==> config.mk <==
export PLATFORM = sky130hd
export DESIGN_NAME = modular_power_unit
export DESIGN_NICKNAME = d
export VERILOG_FILES = /design/src/design/mpu_pkg.sv /design/src/design/modular_power_unit.sv /design/src/design/mpu_mul.sv
export VERILOG_INCLUDE_DIRS = /design/src /design/src/design
export SDC_FILE = /design/constraint.sdc
export NUM_CORES = 1
export LEC_CHECK = 0
export BUFFER_PORTS_ARGS = -buffer_cell sky130_fd_sc_hd__clkbuf_2
export CAP_MARGIN = 20
export CORE_MARGIN = 2
export CORE_UTILIZATION = 55
export DETAILED_ROUTE_END_ITERATION = 10
export PLACE_DENSITY = 0.74
export SLEW_MARGIN = 20
export SYNTH_ARGS = -nofsm -noshare
export SYNTH_HDL_FRONTEND = slang
export SYNTH_SLANG_ARGS = --single-unit
==> constraint.sdc <==
create_clock -name clk -period 11.05 [get_ports clk]
set_clock_uncertainty 0.2 [all_clocks]
set_input_delay 1.6575 -clock clk [delete_from_list [all_inputs] [get_ports clk]]
set_output_delay 1.6575 -clock clk [all_outputs]
set_load 0.03 [all_outputs]
==> src/design/assert_macros.svh <==
// Assertion macros shared by the design files.
`ifndef ASSERT_MACROS_SVH
`define ASSERT_MACROS_SVH

// Same-cycle implication, disabled during reset.
`define MPU_ASSERT_NOW(lbl, pre, post) \
	lbl: assert property (@(posedge clk) disable iff (!arst_n) (pre) |-> (post)) \
		else $error("assertion failed");

// Next-cycle implication, disabled during reset.
`define MPU_ASSERT_NEXT(lbl, pre, post) \
	lbl: assert property (@(posedge clk) disable iff (!arst_n) (pre) |=> (post)) \
		else $error("assertion failed");

`endif

==> src/design/mpu_pkg.sv <==
// ----------------------------------------------------------------------------
// mpu_pkg
// Shared types and constants of the modular power unit.
// ----------------------------------------------------------------------------
package mpu_pkg;

	localparam int unsigned DATA_W = 64;
	localparam int unsigned MOD_W  = 31;
	localparam int unsigned CNT_W  = 7;

	localparam logic [CNT_W-1:0] BITS_WIDE   = 7'd64;
	localparam logic [CNT_W-1:0] BITS_NARROW = 7'd31;

	localparam logic [MOD_W-1:0] MODULUS_RESET = 31'd1000000007;

	localparam logic CMD_MOD   = 1'b0;
	localparam logic CMD_PLAIN = 1'b1;

	typedef struct packed {
		logic start;
		logic modular;
		logic wide;
	} mpu_req_t;

endpackage

==> src/design/modular_power_unit.sv <==
// ----------------------------------------------------------------------------
// modular_power_unit
// Right-to-left square-and-multiply power, modular or wrapping mod 2^64.
// ----------------------------------------------------------------------------
//  channel | handshake            | payload
//  in      | in_valid / in_stall  | cmd, base, exponent
//  out     | out_valid / out_stall| power
//  cfg     | cfg_valid / cfg_ready| cfg_data (modulus)
//
// One request at a time on a shared bit-serial multiplier, one bit per cycle.
// Modular: a base reduction first, then squares and multiplies mod the modulus.
// Plain: squares and multiplies wrap mod 2^64. One square per exponent bit
// up to the highest set bit, one multiply per set bit, a control state per
// bit and a final state; in_stall is high until the request ends.
// A finished result waits in the output register while the next request runs.
// Reset loads modulus 1000000007; cfg_ready is always high.
// ----------------------------------------------------------------------------
`include "assert_macros.svh"

module modular_power_unit (
	input  logic                          clk,
	input  logic                          arst_n,
	input  logic                          in_valid,
	output logic                          in_stall,
	input  logic                          cmd,
	input  logic signed [63:0]            base,
	input  logic signed [63:0]            exponent,
	output logic                          out_valid,
	input  logic                          out_stall,
	output logic signed [63:0]            power,
	input  logic                          cfg_valid,
	output logic                          cfg_ready,
	input  logic [mpu_pkg::MOD_W-1:0]     cfg_data
);
	import mpu_pkg::*;

	typedef enum logic [5:0] {
		ST_IDLE = 6'b000001,
		ST_RED  = 6'b000010,
		ST_LOOP = 6'b000100,
		ST_MUL  = 6'b001000,
		ST_SQR  = 6'b010000,
		ST_FIN  = 6'b100000
	} state_t;

	state_t            state_q;
	logic [MOD_W-1:0]  modulus_q;
	logic              cmd_q, acc_sign_q, sq_sign_q, out_valid_q;
	logic [DATA_W-1:0] e_q, acc_q, sq_q, res_q, power_q;
	mpu_req_t          req;
	logic [DATA_W-1:0] mul_a, mul_b, mul_r, base_mag;
	logic              mul_done, accept;

	assign accept    = in_valid && !in_stall;
	assign in_stall  = (state_q != ST_IDLE);
	assign cfg_ready = 1'b1;
	assign base_mag  = base[63] ? (64'd0 - base) : base;

	always_comb begin
		req         = '0;
		mul_a       = sq_q;
		mul_b       = sq_q;
		req.modular = (cmd_q == CMD_MOD);
		req.wide    = (cmd_q == CMD_PLAIN);
		case (state_q)
			ST_IDLE: begin
				mul_a = 64'd1;
				mul_b = base_mag;
				if (accept && (cmd == CMD_MOD) && (modulus_q != '0)) begin
					req.start   = 1'b1;
					req.modular = 1'b1;
					req.wide    = 1'b1;
				end
			end
			ST_LOOP: begin
				if (e_q != '0) begin
					req.start = 1'b1;
					if (e_q[0]) mul_b = acc_q;
				end
			end
			ST_MUL: begin
				if (mul_done) req.start = 1'b1;
			end
			default: ;
		endcase
	end

	mpu_mul u_mul (
		.clk    (clk),
		.arst_n (arst_n),
		.req    (req),
		.a      (mul_a),
		.b      (mul_b),
		.m      (modulus_q),
		.done   (mul_done),
		.r      (mul_r)
	);

	always_ff @(posedge clk or negedge arst_n) begin
		if (!arst_n) begin
			state_q     <= ST_IDLE;
			modulus_q   <= MODULUS_RESET;
			out_valid_q <= 1'b0;
		end else begin
			if (cfg_valid && cfg_ready) modulus_q <= cfg_data;
			if ((state_q == ST_FIN) && (!out_valid_q || !out_stall)) out_valid_q <= 1'b1;
			else if (out_valid_q && !out_stall) out_valid_q <= 1'b0;
			case (state_q)
				ST_IDLE: begin
					if (accept) begin
						if (cmd == CMD_PLAIN) state_q <= ST_LOOP;
						else if (modulus_q == '0) state_q <= ST_FIN;
						else state_q <= ST_RED;
					end
				end
				ST_RED: if (mul_done) state_q <= ST_LOOP;
				ST_LOOP: begin
					if (e_q == '0) state_q <= ST_FIN;
					else if (e_q[0]) state_q <= ST_MUL;
					else state_q <= ST_SQR;
				end
				ST_MUL: if (mul_done) state_q <= ST_SQR;
				ST_SQR: if (mul_done) state_q <= ST_LOOP;
				ST_FIN: begin
					if (!out_valid_q || !out_stall) state_q <= ST_IDLE;
				end
				default: state_q <= ST_IDLE;
			endcase
		end
	end

	always_ff @(posedge clk) begin
		case (state_q)
			ST_IDLE: begin
				if (accept) begin
					cmd_q      <= cmd;
					e_q        <= exponent[63] ? '0 : exponent;
					acc_q      <= 64'd1;
					acc_sign_q <= 1'b0;
					sq_q       <= base;
					sq_sign_q  <= base[63];
					res_q      <= '0;
				end
			end
			ST_RED: if (mul_done) sq_q <= mul_r;
			ST_LOOP: begin
				if (e_q == '0) begin
					if (cmd_q == CMD_MOD && acc_sign_q) res_q <= 64'd0 - acc_q;
					else res_q <= acc_q;
				end
			end
			ST_MUL: begin
				if (mul_done) begin
					acc_q      <= mul_r;
					acc_sign_q <= acc_sign_q ^ sq_sign_q;
				end
			end
			ST_SQR: begin
				if (mul_done) begin
					sq_q      <= mul_r;
					sq_sign_q <= 1'b0;
					e_q       <= {1'b0, e_q[DATA_W-1:1]};
				end
			end
			ST_FIN: if (!out_valid_q || !out_stall) power_q <= res_q;
			default: ;
		endcase
	end

	assign out_valid = out_valid_q;
	assign power     = power_q;

	`MPU_ASSERT_NOW(a_done_busy_state,
		mul_done, (state_q == ST_RED) || (state_q == ST_MUL) || (state_q == ST_SQR))
	`MPU_ASSERT_NEXT(a_accept_leaves_idle, accept, state_q != ST_IDLE)
	`MPU_ASSERT_NOW(a_sq_reduced,
		(state_q == ST_LOOP) && (cmd_q == CMD_MOD), sq_q < {33'b0, modulus_q})

endmodule

==> src/design/mpu_mul.sv <==
// ----------------------------------------------------------------------------
// mpu_mul
// Bit-serial multiplier: one multiplier bit per cycle, msb first, either
// wrapping modulo 2^64 or with interleaved reduction by the modulus.
// ----------------------------------------------------------------------------
`include "assert_macros.svh"

module mpu_mul (
	input  logic                          clk,
	input  logic                          arst_n,
	input  mpu_pkg::mpu_req_t             req,
	input  logic [mpu_pkg::DATA_W-1:0]    a,
	input  logic [mpu_pkg::DATA_W-1:0]    b,
	input  logic [mpu_pkg::MOD_W-1:0]     m,
	output logic                          done,
	output logic [mpu_pkg::DATA_W-1:0]    r
);
	import mpu_pkg::*;

	logic [DATA_W-1:0] a_q, b_q, r_q;
	logic [CNT_W-1:0]  cnt_q;
	logic              busy_q, done_q, mod_q;
	logic [DATA_W-1:0] plain_nx;
	logic [33:0]       t0, t1, t2, m34, addend;

	assign m34    = {3'b0, m};
	assign addend = b_q[DATA_W-1] ? a_q[33:0] : 34'd0;
	assign t0     = {r_q[32:0], 1'b0} + addend;
	assign t1     = (t0 >= m34) ? (t0 - m34) : t0;
	assign t2     = (t1 >= m34) ? (t1 - m34) : t1;
	assign plain_nx = {r_q[DATA_W-2:0], 1'b0} + (b_q[DATA_W-1] ? a_q : '0);

	always_ff @(posedge clk or negedge arst_n) begin
		if (!arst_n) begin
			busy_q <= 1'b0;
			done_q <= 1'b0;
			cnt_q  <= '0;
			mod_q  <= 1'b0;
		end else begin
			done_q <= 1'b0;
			if (req.start) begin
				busy_q <= 1'b1;
				mod_q  <= req.modular;
				cnt_q  <= req.wide ? BITS_WIDE : BITS_NARROW;
			end else if (busy_q) begin
				cnt_q <= cnt_q - 7'd1;
				if (cnt_q == 7'd1) begin
					busy_q <= 1'b0;
					done_q <= 1'b1;
				end
			end
		end
	end

	always_ff @(posedge clk) begin
		if (req.start) begin
			a_q <= a;
			r_q <= '0;
			b_q <= req.wide ? b : {b[MOD_W-1:0], {(DATA_W-MOD_W){1'b0}}};
		end else if (busy_q) begin
			b_q <= {b_q[DATA_W-2:0], 1'b0};
			r_q <= mod_q ? {30'b0, t2} : plain_nx;
		end
	end

	assign done = done_q;
	assign r    = r_q;

	`MPU_ASSERT_NOW(a_mul_done_idle, done_q, !busy_q)
	`MPU_ASSERT_NEXT(a_mul_start_busy, req.start, busy_q)
	`MPU_ASSERT_NOW(a_mul_mod_range, done_q && mod_q && (m != '0), r_q < {33'b0, m})

endmodule

==> metrics.yaml <==
global_routing:
  antenna_found_initial: 8
  overflow: 0
  grt_pass1_vias: 25525
  grt_max_degree: 93
  grt_pass1_wl_um: 149500
  grt_usage_pct: 30.44
synthesis:
  netlist_top_cells_area: "edfxtp_1, ha_1, o21ai_0, nand2_1, dfxtp_1"
  yosysMostFrequentCell: "edfxtp_1"
  synth_enable_flop_cells: 450
  ys_ff_latch: 562
  yosys_warnings: 0
  synth_ff_type: "edfxtp_1"
  postSynthCellCount: 3430
  ys_seq_area_share_pct: 47.27
  syn-cell-area_um2: 33880
  ys_types: 105
  yosys-top-cells-count: "edfxtp_1, nand2_1, o21ai_0"
  syn_avg_cell_area_um2: 9.879
  async_flop_share_pct: 8.541
  yosysTopAreaCellShare_pct: 39.88
  syn_nets: 3726
  yosys.area.top_type: "edfxtp_1"
placed_design:
  hpwl_um: 71700
  io_buffers: 230
  gp_congestion: 0.9719
finish:
  area_growth_pct: 11.78
  layout-drive-gt1-share_pct: 14.57
  fin_util_pct: 62.52
  multi_input_area_um2: 16930
  seq_area_um2: 16020
  fin_nets: 3885
  fillers: 5039
clocking:
  clkTransAtPathRegs_ns: 0.07
  clockRootBuffer: "clkbuf_16"
  postCtsHoldBufs: 0
  cts_buffer_depth: 3
  htree_levels: 2
  numCtsBuffers: 60
  tritoncts: "built"
  clock-sinks: 562
  clk_latency_ns: 0.66
floorplanning:
  die-height_um: 252.2
  start_util_pct: 55.93
  dieArea_um2: 63610
  die_width_um: 252.2
  core_area_um2: 60580
  fp-row-count: 90
  io_pins: 232
worst_hold_path:
  min_from: "res_q[57]"
  hp-class: "flop to flop"
drt:
  avgViaCountPerCell: 6.222
  num_vias: 27521
  drc: 0
  wire_per_inst_um: 22.25
  drtIter0Drc: 3079
  drt_wl_total_um: 98410
  ant_nets: 0
  drt-pass1-iter-count: 6
worst_setup_path:
  crit_type: "flop to flop"
  critPathSlowestCell: "a311oi_1"
  crit_fanout: 40
  cp.arrival_ns: 10.51
  worst_path_largest_cell_delay_ns: 0.56
  startpoint: "u_mul.b_q[63]"
  setup.worst_path.start_class: "flop"
  cp_data_required_time_ns: 11.40
  critPathCaptureType: "flop"
  r2r-start: "u_mul.b_q[63]"
sta:
  rsz0062_at_grt: "no"
  min_period_ns: 10.16
  finalHoldViolations: 0
  fin_crit_sh_pct: 91.95
  relSlewSlack_pct: 25.12
  setup-tns-final_ns: 0
  max_freq_mhz: 98.42
  setup_violations: 0
  slew_violations: 0
  worst_slew_pin_slew_ns: 1.123
outcome:
  status: "complete, no violations"
flow_run:
  drv_cap: 0
## placed cells by master, fill, tap and decap left out, types with 53 or more instances in the layout
master,instances
nor2_1,235
clkbuf_16,60
o21ai_0,287
nand3b_1,75
ha_1,128
xor2_1,120
inv_1,85
mux2_2,73
and2_1,188
nand3_1,61
edfxtp_1,450
nand2_1,367
a21oi_1,203
dfxtp_1,64
xnor2_1,97
clkbuf_2,230
a21o_1,53
## cells by family (layout without fill, tap and decap cells)
family,after synthesis,count (layout),share of synthesized area [%]
AO/OA/AOI/OAI,927,927,17.47
XOR/XNOR,218,218,5.657
adder cells (fa/ha/maj),131,131,4.904
buffers and inverters,266,474,3.109
flip-flops,562,562,47.27
multiplexers,93,93,3.024
other,1,4,0.01107
AND/OR/NAND/NOR,1232,1232,18.56
## cell type report
class	count	area share (%)
well taps	782	2.583
clock inverters	45	1.506
clock buffers	66	4.050
repair buffers	275	3.984
multi-input cells	2602	44.69
diodes	3	0.01982
inverters	88	0.8820
flip-flops and latches	562	42.29
## through the flow
step           hold slack, ns  instance area, µm²  setup WS (ns)  instances
2_1_floorplan          0.2003               33880          2.736       3430
5_1_grt                0.2190               37870         0.2093       4421
3_3_place_gp           0.2008               35710          1.005       4306
6_report               0.2142               37880         0.8898       4423
3_5_place_dp           0.2045               35710         0.8258       4306
4_1_cts                0.2151               37820         0.7410       4417
## routing by layer
metal	share of wire [%]	global-route usage (%)	vias up
met1	43	43.90	13035
li1	-	-	12979
met2	43	45.26	1316
met4	2.7	8.876	12
met3	11	7.786	179
met5	0.090	0	-
## worst max-delay path, delay by kind of cell, from the launching register on
kind	cells	cell delay, ns
fa+ha+maj	3	1.24
buf+inv	3	0.61
simple gates	12	2.67
flops	1	0.55
compound gates	16	4.72
## sequential cells by signal, indices dropped and copies added (netlist names)
register	cells
u_mul.b_q	64
u_mul.mod_q	1
e_q	63
sq_sign_q	1
state_q	6
u_mul.busy_q	1
u_mul.a_q	64
res_q	64
acc_sign_q	1
acc_q	64
out_valid	1
u_mul.cnt_q	7
cmd_q	1
modulus_q	31
u_mul.r	64
power	64
sq_q	64
u_mul.done	1
## final timing paths
check / to / slack [ns] / cells after the start
worst max-delay path: u_mul.r[28] / 0.89 / 34
worst min register to register: power[57] / 0.21 / 0
max in group asynchronous: state_q[2] / 9.27 / 2
worst min-delay path: power[57] / 0.21 / 0
min in group asynchronous: state_q[5] / 0.93 / 2
worst max register to register: u_mul.r[28] / 0.89 / 34
## repair_timing
action / CTS / global route
buffers inserted: 0 / 2
endpoints found under the setup margin: 0 / 14
gates resized for setup: 0 / 0
Power is not shown: default switching activity piles up to over one toggle a cycle in this logic, so the estimate is an artifact.
